--- config.mk ---
export PLATFORM = sky130hd
export DESIGN_NAME = sorted_priority_queue_top_flat
export DESIGN_NICKNAME = d
export VERILOG_FILES = /design/src/rtl/spq_pkg.sv /design/src/rtl/spq_req_if.sv /design/src/rtl/spq_rsp_if.sv /design/src/rtl/spq_ctrl.sv /design/src/rtl/spq_datapath.sv /design/src/rtl/sorted_priority_queue_top.sv /design/src/flat_wrapper.sv
export SDC_FILE = /design/constraint.sdc
export NUM_CORES = 2
export LEC_CHECK = 0
export BUFFER_PORTS_ARGS = -buffer_cell sky130_fd_sc_hd__buf_4
export CAP_MARGIN = 0
export CORE_MARGIN = 2
export CORE_UTILIZATION = 23
export CTS_CLUSTER_SIZE = 10
export DETAILED_ROUTE_END_ITERATION = 10
export PLACE_DENSITY = 0.39
export SYNTH_ARGS = -nofsm -noshare
export SYNTH_HDL_FRONTEND = slang
export SYNTH_SLANG_ARGS = --single-unit
--- constraint.sdc ---
create_clock -name clock -period 12.1 [get_ports clock]
set_input_delay 0.605 -clock clock [delete_from_list [all_inputs] [get_ports clock]]
set_output_delay 0.605 -clock clock [all_outputs]
set_load 0.005 [all_outputs]
--- src/rtl/spq_pkg.sv ---
// sorted priority queue: shared types and constants
// op codes, status codes and the controller to datapath command and status structs
package spq_pkg;

   localparam int DATA_W = 32;
   localparam int OP_W   = 2;
   localparam int STAT_W = 2;

   typedef logic [OP_W-1:0]   op_type;
   typedef logic [STAT_W-1:0] stat_code_type;

   localparam op_type OP_INSERT = 2'd0;
   localparam op_type OP_REMOVE = 2'd1;
   localparam op_type OP_CLEAR  = 2'd2;

   localparam stat_code_type STAT_OK    = 2'd0;
   localparam stat_code_type STAT_EMPTY = 2'd1;
   localparam stat_code_type STAT_FULL  = 2'd2;

   // commands from the controller, valid in the cycle of a req transfer
   typedef struct packed {
      logic          load;
      logic          insert;
      logic          remove;
      logic          clear;
      stat_code_type code;
   } spq_cmd_type;

   // queue status back to the controller
   typedef struct packed {
      logic full;
      logic empty;
   } spq_stat_type;

endpackage

--- src/rtl/spq_req_if.sv ---
// request channel: valid/ready handshake with op, priority and element
// depends on spq_pkg
interface spq_req_if
   import spq_pkg::*;
();
   logic                     valid;
   logic                     ready;
   op_type                   op;
   logic signed [DATA_W-1:0] priority_req;
   logic signed [DATA_W-1:0] element;

   modport source (output valid, output op, output priority_req, output element,
                   input ready);
   modport sink   (input valid, input op, input priority_req, input element,
                   output ready);
endinterface

--- src/rtl/spq_rsp_if.sv ---
// response channel: valid/ready handshake with popped entry, status, occupancy
// depends on spq_pkg; occupancy width follows the queue depth
interface spq_rsp_if
   import spq_pkg::*;
#(
   parameter int DEPTH = 16
) ();
   localparam int CntW = $clog2(DEPTH + 1);

   logic                     valid;
   logic                     ready;
   logic                     popped;
   logic signed [DATA_W-1:0] head_element;
   logic signed [DATA_W-1:0] head_priority;
   stat_code_type            status;
   logic [CntW-1:0]          occupancy;

   modport source (output valid, output popped, output head_element,
                   output head_priority, output status, output occupancy,
                   input ready);
   modport sink   (input valid, input popped, input head_element,
                   input head_priority, input status, input occupancy,
                   output ready);
endinterface

--- src/rtl/spq_ctrl.sv ---
// sorted priority queue controller: handshake and op decode
// depends on spq_pkg; drives commands into spq_datapath
module spq_ctrl
   import spq_pkg::*;
(
   input  logic         clock,
   input  logic         reset,
   input  logic         req_valid,
   output logic         req_ready,
   input  op_type       req_op,
   output logic         rsp_valid,
   input  logic         rsp_ready,
   input  spq_stat_type stat,
   output spq_cmd_type  cmd
);

   localparam logic ST_IDLE = 1'b0;
   localparam logic ST_HOLD = 1'b1;

   logic state_ff, state_in;
   logic accept;

   // output register frees up in the same cycle its transfer completes
   assign req_ready = (state_ff == ST_IDLE) || rsp_ready;
   assign accept    = req_valid && req_ready;
   assign rsp_valid = (state_ff == ST_HOLD);

   always_comb begin
      state_in = state_ff;
      if (accept) begin
         state_in = ST_HOLD;
      end else if (rsp_ready) begin
         state_in = ST_IDLE;
      end
   end

   always_comb begin
      cmd        = '0;
      cmd.load   = accept;
      cmd.code   = STAT_OK;
      case (req_op)
         OP_INSERT: begin
            cmd.insert = accept && !stat.full;
            if (stat.full) cmd.code = STAT_FULL;
         end
         OP_REMOVE: begin
            cmd.remove = accept && !stat.empty;
            if (stat.empty) cmd.code = STAT_EMPTY;
         end
         OP_CLEAR: begin
            cmd.clear = accept;
         end
         default: begin
            cmd.code = STAT_OK;
         end
      endcase
   end

   always_ff @(posedge clock) begin
      if (reset) begin
         state_ff <= ST_IDLE;
      end else begin
         state_ff <= state_in;
      end
   end

endmodule

--- src/rtl/spq_datapath.sv ---
// sorted priority queue datapath: shift-register cell chain, count, response register
// depends on spq_pkg; commanded by spq_ctrl
module spq_datapath
   import spq_pkg::*;
#(
   parameter int DEPTH = 16
) (
   input  logic                                clock,
   input  logic                                reset,
   input  spq_cmd_type                         cmd,
   output spq_stat_type                        stat,
   input  logic signed [DATA_W-1:0]            in_priority,
   input  logic signed [DATA_W-1:0]            in_element,
   output logic                                out_popped,
   output logic signed [DATA_W-1:0]            out_element,
   output logic signed [DATA_W-1:0]            out_priority,
   output stat_code_type                       out_status,
   output logic [$clog2(DEPTH+1)-1:0]          out_occupancy
);

   localparam int CntW = $clog2(DEPTH + 1);

   logic signed [DATA_W-1:0] prio_ff [DEPTH];
   logic signed [DATA_W-1:0] id_ff   [DEPTH];
   logic [CntW-1:0]          count_ff, count_in;
   logic [DEPTH-1:0]         after_pos;

   logic                     popped_ff;
   logic signed [DATA_W-1:0] head_id_ff, head_prio_ff;
   stat_code_type            status_ff;

   assign stat.full  = (count_ff == CntW'(DEPTH));
   assign stat.empty = (count_ff == '0);

   // a cell lies at or after the insert slot if it is unused or holds a
   // strictly greater priority; monotone because the cells stay sorted
   for (genvar i = 0; i < DEPTH; i++) begin : g_cmp
      assign after_pos[i] = (count_ff <= CntW'(i)) || (in_priority < prio_ff[i]);
   end

   for (genvar i = 0; i < DEPTH; i++) begin : g_cell
      always_ff @(posedge clock) begin
         if (cmd.insert && after_pos[i]) begin
            if (i == 0) begin
               prio_ff[i] <= in_priority;
               id_ff[i]   <= in_element;
            end else if (!after_pos[(i == 0) ? 0 : i-1]) begin
               prio_ff[i] <= in_priority;
               id_ff[i]   <= in_element;
            end else begin
               prio_ff[i] <= prio_ff[(i == 0) ? 0 : i-1];
               id_ff[i]   <= id_ff[(i == 0) ? 0 : i-1];
            end
         end else if (cmd.remove && (i < DEPTH-1)) begin
            prio_ff[i] <= prio_ff[(i < DEPTH-1) ? i+1 : i];
            id_ff[i]   <= id_ff[(i < DEPTH-1) ? i+1 : i];
         end
      end
   end

   always_comb begin
      count_in = count_ff;
      if (cmd.clear) begin
         count_in = '0;
      end else if (cmd.insert) begin
         count_in = count_ff + 1'b1;
      end else if (cmd.remove) begin
         count_in = count_ff - 1'b1;
      end
   end

   always_ff @(posedge clock) begin
      if (reset) begin
         count_ff <= '0;
      end else begin
         count_ff <= count_in;
      end
   end

   // response register, loaded on each req transfer
   always_ff @(posedge clock) begin
      if (cmd.load) begin
         popped_ff    <= cmd.remove;
         head_id_ff   <= cmd.remove ? id_ff[0]   : '0;
         head_prio_ff <= cmd.remove ? prio_ff[0] : '0;
         status_ff    <= cmd.code;
      end
   end

   assign out_popped    = popped_ff;
   assign out_element   = head_id_ff;
   assign out_priority  = head_prio_ff;
   assign out_status    = status_ff;
   assign out_occupancy = count_ff;

endmodule

--- src/rtl/sorted_priority_queue_top.sv ---
// sorted priority queue top level: controller plus cell-chain datapath
// depends on spq_pkg, spq_req_if, spq_rsp_if, spq_ctrl, spq_datapath
//
//   channel  dir  handshake     payload
//   req      in   valid/ready   op, priority_req, element
//   rsp      out  valid/ready   popped, head_element, head_priority, status, occupancy
//
// every op finishes in the cycle of its transfer; the response shows in the cycle after
// one item per cycle unless a stalled rsp blocks req: all cells compare against the new priority at once and shift
// req_ready stays high while the response register is empty or being drained
// a stalled rsp holds its payload and blocks the next req transfer
// reset is synchronous and empties the queue; cell contents are left as they are
module sorted_priority_queue_top
   import spq_pkg::*;
#(
   parameter int DEPTH = 16
) (
   input logic       clock,
   input logic       reset,
   spq_req_if.sink   req,
   spq_rsp_if.source rsp
);

   spq_cmd_type  cmd;
   spq_stat_type stat;

   spq_ctrl u_ctrl (
      .clock     (clock),
      .reset     (reset),
      .req_valid (req.valid),
      .req_ready (req.ready),
      .req_op    (req.op),
      .rsp_valid (rsp.valid),
      .rsp_ready (rsp.ready),
      .stat      (stat),
      .cmd       (cmd)
   );

   spq_datapath #(
      .DEPTH (DEPTH)
   ) u_datapath (
      .clock         (clock),
      .reset         (reset),
      .cmd           (cmd),
      .stat          (stat),
      .in_priority   (req.priority_req),
      .in_element    (req.element),
      .out_popped    (rsp.popped),
      .out_element   (rsp.head_element),
      .out_priority  (rsp.head_priority),
      .out_status    (rsp.status),
      .out_occupancy (rsp.occupancy)
   );

endmodule

--- src/flat_wrapper.sv ---
// flat-port wrapper written by rule: the top's interface ports become plain ports
module sorted_priority_queue_top_flat import spq_pkg::*;
#(
   parameter int DEPTH = 16
)
  (clock, reset, req_valid, req_op, req_priority_req, req_element, req_ready, rsp_valid, rsp_popped, rsp_head_element, rsp_head_priority, rsp_status, rsp_occupancy, rsp_ready);
  spq_req_if req_i ();
  spq_rsp_if #(.DEPTH(DEPTH)) rsp_i ();
  input logic clock;
  input logic reset;
  input wire logic [$bits(req_i.valid)-1:0] req_valid;
  input wire logic [$bits(req_i.op)-1:0] req_op;
  input wire logic [$bits(req_i.priority_req)-1:0] req_priority_req;
  input wire logic [$bits(req_i.element)-1:0] req_element;
  output wire logic [$bits(req_i.ready)-1:0] req_ready;
  output wire logic [$bits(rsp_i.valid)-1:0] rsp_valid;
  output wire logic [$bits(rsp_i.popped)-1:0] rsp_popped;
  output wire logic [$bits(rsp_i.head_element)-1:0] rsp_head_element;
  output wire logic [$bits(rsp_i.head_priority)-1:0] rsp_head_priority;
  output wire logic [$bits(rsp_i.status)-1:0] rsp_status;
  output wire logic [$bits(rsp_i.occupancy)-1:0] rsp_occupancy;
  input wire logic [$bits(rsp_i.ready)-1:0] rsp_ready;
  assign req_i.valid = req_valid;
  assign req_i.op = req_op;
  assign req_i.priority_req = req_priority_req;
  assign req_i.element = req_element;
  assign req_ready = req_i.ready;
  assign rsp_valid = rsp_i.valid;
  assign rsp_popped = rsp_i.popped;
  assign rsp_head_element = rsp_i.head_element;
  assign rsp_head_priority = rsp_i.head_priority;
  assign rsp_status = rsp_i.status;
  assign rsp_occupancy = rsp_i.occupancy;
  assign rsp_i.ready = rsp_ready;
  sorted_priority_queue_top #(.DEPTH(DEPTH)) u_core (.clock(clock), .reset(reset), .req(req_i), .rsp(rsp_i));
endmodule
# Word level (Yosys, flattened, before mapping)
# Memory sizes are Yosys's and may differ from the RTL's.
# Index checks and enable logic that the tools add are counted.
# op_classes
n_lt_le_gt_ge	32
addsub	2
reduce_logical	43
n_eq_ne	3
mux	193
bitwise_logic	61
# op_table
operator	n
$mux 32	60
$lt 32x32->1	16
$mux 1	129
$or 1x1->1	60
$le 5x4->1 const B	8
$le 5x3->1 const B	4
$logic_and 1x1->1	19
$logic_or 1x1->1	17
$le 5x1->1 const B	2
$le 5x2->1 const B	2
$mux 5	2
$add 5x1->5 const B	1
$eq 5x5->1 const B	1
$logic_not 5->1	1
$sub 5x1->5 const B	1
$pmux 2 s2	1
$reduce_bool 2->1	2
$eq 2x1->1 const B	1
$eq 2x2->1 const B	1
$logic_not 1->1	2
$logic_not 2->1	1
$mux 2	1
$reduce_or 2->1	1
$not 1->1	1
# totals
output_inout_bits	74
memories	2
register_bits	73
ramBits	1024
in_bits	70
wordCells	342
# memory_table
memory	depth	word_bits	read_ports	rd_ports_with_merged_regs	write_ports	line	rtl
u_core.u_datapath.id_ff	16	32	16	0	16	spq_datapath.sv:24	logic signed [DATA_W-1:0] id_ff [DEPTH];
u_core.u_datapath.prio_ff	16	32	16	0	16	spq_datapath.sv:23	logic signed [DATA_W-1:0] prio_ff [DEPTH];

# Logic depth before layout (Yosys ltp)
# depth
depth_word	10
ltp_mapped	14
depth_no_buf	11

# By module
# Synthesis repeated with hierarchy kept, for this count alone.
# hier_totals
cells_unflattened	5638
area_unflattened_um2	64304.2
# modules_own_cells
module	area_per_inst_um2	cells_per_inst	instances	seq_area_each_um2
spq_datapath	64189.1	5625	1	32861.5
spq_ctrl	115.1	13	1	20.0

# Worst setup path after synthesis
# No wires, ideal clock.
# synth_timing
kind	in2reg
start	in req_priority_req[31]
end	mem u_core.u_datapath.id_ff[14][0] (netlist: u_core.u_datapath.id_ff[3][64]), enable pin
cell_stages	9
t_arrival_ns	7.021
setup_ns	0.574
t_required_ns	11.526
path_buffers	1
slack_ns	4.504
path_cell_list	ha_1 -> and3_1 -> nand4_1 -> or4_1 -> nor3_1 -> nor4b_1 -> mux2_4 -> clkbuf_1 -> o21ai_0
# synth_rtl
item	line	rtl
start, declared	flat_wrapper.sv:13	input wire logic [$bits(req_i.priority_req)-1:0] req_priority_req;
end, declared	spq_datapath.sv:24	

==> flow_results.xml <==
<?xml version="1.0" encoding="UTF-8"?>
<metrics>
  <group name="synthesis">
    <metric name="synth_compound_gate_area_share" unit="%">23.34</metric>
    <metric name="yosys.area.top_type" unit="">edfxtp_1</metric>
    <metric name="seq_area_frac_synth" unit="%">53.22</metric>
    <metric name="synth_common_cells" unit="">edfxtp_1, o21ai_0, a22oi_1, inv_1, ha_1</metric>
    <metric name="main_combinational_cell_family_by_area_after_synthesis" unit="">compound AO/OA/AOI/OAI gates</metric>
    <metric name="yosys.cell_types.count" unit="">75</metric>
    <metric name="post_synthesis_async_set_or_reset_flop_share" unit="%">0</metric>
    <metric name="synth_largest_type_area_fraction" unit="%">53.02</metric>
    <metric name="syn-instance-count" unit="">5500</metric>
    <metric name="muxShareOfSynthArea" unit="%">1.262</metric>
    <metric name="synth.area.top_cells" unit="">edfxtp_1, ha_1, a22oi_1, o21ai_0, inv_1</metric>
    <metric name="most_frequently_used_cell_type_in_the_post_synthesis_netlist" unit="">edfxtp_1</metric>
    <metric name="post_synth.cell_area_avg" unit="sq um">11.23</metric>
    <metric name="synth.ff_latch_count" unit="">1097</metric>
    <metric name="synth.yosys.warnings" unit="">0</metric>
    <metric name="synth_enable_flop_cells" unit="">1091</metric>
    <metric name="ys_dominant_reg_cell" unit="">edfxtp_1</metric>
    <metric name="synth_fa_ha_area_share" unit="%">10.15</metric>
    <metric name="synth_cell_area" unit="sq um">61790</metric>
    <metric name="yosys.area_share.xor_xnor" unit="%">0.04253</metric>
    <metric name="number_of_nets_produced_by_synthesis" unit="">6071</metric>
    <metric name="synth_simple_gate_area_share" unit="%">5.984</metric>
  </group>
  <group name="clock_tree">
    <metric name="clk-insertion-delay-late" unit="ps">800</metric>
    <metric name="tritoncts_num_sinks" unit="">1097</metric>
    <metric name="max-clock-path-buffers" unit="">3</metric>
    <metric name="cts_tree" unit="">yes</metric>
    <metric name="cts_htree_levels" unit="">4</metric>
    <metric name="clock-root-buffer" unit="">clkbuf_16</metric>
    <metric name="cts_repair_resize_count" unit="">0</metric>
    <metric name="postCtsSetupRepairBufs" unit="">0</metric>
    <metric name="clkSlewWorstSetupHoldPaths" unit="ps">60</metric>
    <metric name="tritoncts.num_buffers" unit="">144</metric>
  </group>
  <group name="power_and_ir_drop">
    <metric name="power_leakage" unit="nW">26.54</metric>
    <metric name="p_total" unit="mW">10.04</metric>
    <metric name="power.ir.vdd_worst" unit="uV">151.2</metric>
    <metric name="power_density" unit="nW/um^2">141.7</metric>
  </group>
  <group name="global_routing">
    <metric name="antenna_violations_before_repair" unit="">17</metric>
    <metric name="grt.total_usage" unit="%">16.41</metric>
    <metric name="grt_start_max_net_pins" unit="">149</metric>
    <metric name="globalRouteOverflowTotal" unit="">0</metric>
    <metric name="via_count_of_the_first_global_routing_pass" unit="">46100</metric>
    <metric name="first_pass_grt_wire_length" unit="um">331400</metric>
  </group>
  <group name="die">
    <metric name="io_pins" unit="">144</metric>
    <metric name="initial_utilization" unit="%">23.08</metric>
    <metric name="die_height" unit="um">522.3</metric>
    <metric name="chipWidth" unit="um">522.3</metric>
    <metric name="floorplan_row_count" unit="">190</metric>
    <metric name="die_area" unit="sq um">272800</metric>
    <metric name="core_region_area" unit="sq um">267700</metric>
  </group>
  <group name="placed_design">
    <metric name="place.detailed.hpwl" unit="um">150200</metric>
    <metric name="placed_area" unit="sq um">66490</metric>
    <metric name="gp_congestion" unit="">0.8102</metric>
    <metric name="port_buffers" unit="">143</metric>
  </group>
  <group name="drt">
    <metric name="drt_iter0_markers" unit="">4339</metric>
    <metric name="num_vias" unit="">46390</metric>
    <metric name="drt-pass1-iter-count" unit="">6</metric>
    <metric name="route.detailed.wl_per_inst" unit="um">25.26</metric>
    <metric name="ant_nets" unit="">0</metric>
    <metric name="avgViaCountPerCell" unit="">5.092</metric>
    <metric name="drc" unit="">0</metric>
    <metric name="totalWireLength" unit="um">230200</metric>
  </group>
  <group name="worst_setup_path">
    <metric name="setup.worst_path.start_class" unit="">register</metric>
    <metric name="cp-end-kind" unit="">register</metric>
    <metric name="cp_max_fo" unit="">148</metric>
    <metric name="kind_of_critical_path" unit="">register to register</metric>
    <metric name="worst_ep_required" unit="ps">12770</metric>
    <metric name="worst-endpoint-arrival" unit="ps">6360</metric>
  </group>
  <group name="timing">
    <metric name="finalCritPeriodShare" unit="%">46.98</metric>
    <metric name="max_clock_freq" unit="MHz">175.9</metric>
    <metric name="worst_slew_pin_slew" unit="ps">1213</metric>
    <metric name="rsz0062_at_grt" unit="">false</metric>
    <metric name="hold-worst-slack" unit="ps">131.9</metric>
    <metric name="final_hold_viol_count" unit="">0</metric>
    <metric name="fin_setup_tns" unit="ps">0</metric>
    <metric name="layout_min_cycle_time" unit="ps">5685</metric>
    <metric name="slew_viol_final" unit="">0</metric>
    <metric name="worst_clk_skew" unit="ps">33.66</metric>
    <metric name="worst_slew_margin" unit="%">18.68</metric>
    <metric name="final_setup_violation_count" unit="">0</metric>
  </group>
  <group name="layout">
    <metric name="layout.filler_cells" unit="">28180</metric>
    <metric name="finish.instance_area" unit="sq um">70860</metric>
    <metric name="multi_input_comb_area" unit="sq um">25510</metric>
    <metric name="ff_latch_area" unit="sq um">32880</metric>
    <metric name="final_util" unit="%">26.47</metric>
    <metric name="net_count_of_the_finished_layout" unit="">6035</metric>
    <metric name="post_route_cells_drive_above_1_share" unit="%">8.258</metric>
    <metric name="synth_to_layout_area_growth" unit="%">14.69</metric>
  </group>
  <group name="min_path">
    <metric name="hold_class" unit="">primary input to register</metric>
  </group>
  <group name="flow_run">
    <metric name="cap_viol_max_count" unit="">0</metric>
  </group>
  <group name="status">
    <metric name="run_status" unit="">finished, final reports clean</metric>
  </group>
</metrics>
==> per-layer routing <==
metal	GRT usage [%]	up-vias	share of wire (%)
met2	27.14	1245	47
met4	3.649	10	2.0
li1	-	21220	-
met5	0	-	0.028
met3	2.507	240	5.0
met1	22.46	23680	46
==> metrics by stage <==
step | worst slack, ps | instances
2_1_floorplan | 4504 | 5500
4_1_cts | 6337 | 9110
3_5_place_dp | 6196 | 8868
5_1_grt | 6126 | 9110
6_report | 6415 | 9112
3_3_place_gp | 6210 | 8868
==> critical path: stages (launching register included) <==
cell,delay (ps)
dfxtp_1,780
inv_1,180
ha_1,330
nand2_2,80
buf_4,520
nand2_4,510
inv_8,820
buf_4,850
buf_4,830
a22o_1,400
a21o_1,110
==> cell type report <==
type,count,area share [%]
well taps,3552,6.272
flip-flops and latches,1097,46.40
diodes,2,0.007063
clock buffers,194,5.470
inverters,515,2.742
repair buffers,229,2.433
multi-input cells,3477,36.00
clock inverters,46,0.6692
==> where the power goes <==
group	switching [mW]	internal, mW
combinational	0.863	0.411
clock	1.78	2.38
sequential	0.128	4.48
total	2.77	7.27
==> placed cells by master (no fill, tap or decap), types with 6 or more instances in the layout <==
cell,instances
a2111oi_0,9
a211oi_1,22
a21o_1,225
a21oi_1,197
a221o_1,132
a221oi_1,9
a22o_1,100
a22oi_1,516
a31oi_1,11
a41oi_1,7
and3_1,41
and4_1,12
buf_4,227
bufinv_16,7
clkbuf_1,46
clkbuf_16,148
clkinv_1,19
clkinv_2,8
dfxtp_1,6
edfxtp_1,1091
ha_1,501
inv_1,513
mux2_1,60
nand2_1,312
nand2_4,6
nand2b_1,23
nand3_1,56
nand4_1,63
nor2_1,162
nor2_4,11
nor2b_1,24
nor3_1,50
nor4_1,6
o211ai_1,12
o21a_1,10
o21ai_0,632
o21ai_1,10
o21ai_4,10
o221ai_1,93
o32ai_1,63
==> sequential cells by signal, summed over array words and instances (netlist names) <==
register                         cells
u_core.u_datapath.id_ff            512
u_core.u_datapath.prio_ff          512
u_core.u_datapath.out_element       32
u_core.u_datapath.out_priority      32
u_core.u_datapath.out_occupancy      5
u_core.u_datapath.out_status         2
u_core.u_ctrl.rsp_valid              1
u_core.u_datapath.out_popped         1
==> worst paths after layout <==
kind / cells past startpoint / from / slack, ps / end
hold / removal: 2 / req_element[1] / 130 / u_core.u_datapath.id_ff[0][97]$_DFFE_PP_
setup / recovery: 10 / u_core.u_datapath.out_occupancy[1]$_SDFFE_PP0P_ / 6410 / u_core.u_datapath.prio_ff[6][32]$_DFFE_PP_
hold reg to reg: 2 / u_core.u_datapath.id_ff[0][62]$_DFFE_PP_ / 540 / u_core.u_datapath.id_ff[0][30]$_DFFE_PP_
setup reg to reg: 10 / u_core.u_datapath.out_occupancy[1]$_SDFFE_PP0P_ / 6410 / u_core.u_datapath.prio_ff[6][32]$_DFFE_PP_
==> kinds of logic (layout without fill, tap and decap cells) <==
kind of cell,after synthesis,in the layout
AOI/OAI and AO/OA,2107,2107
xor gates and xnor gates,3,3
adders and majority gates,501,501
buffers and inverters,926,984
DFF,1097,1097
muxes,69,69
other,0,2
and+or+nand+nor,797,797
==> repair_timing <==
| action | CTS | global route |
|---|---|---|
| endpoints found under the hold margin | 2 | 0 |
| setup endpoints to repair | 0 | 0 |
| hold buffers | 2 | 0 |
Power figures use the tool's default switching activity.
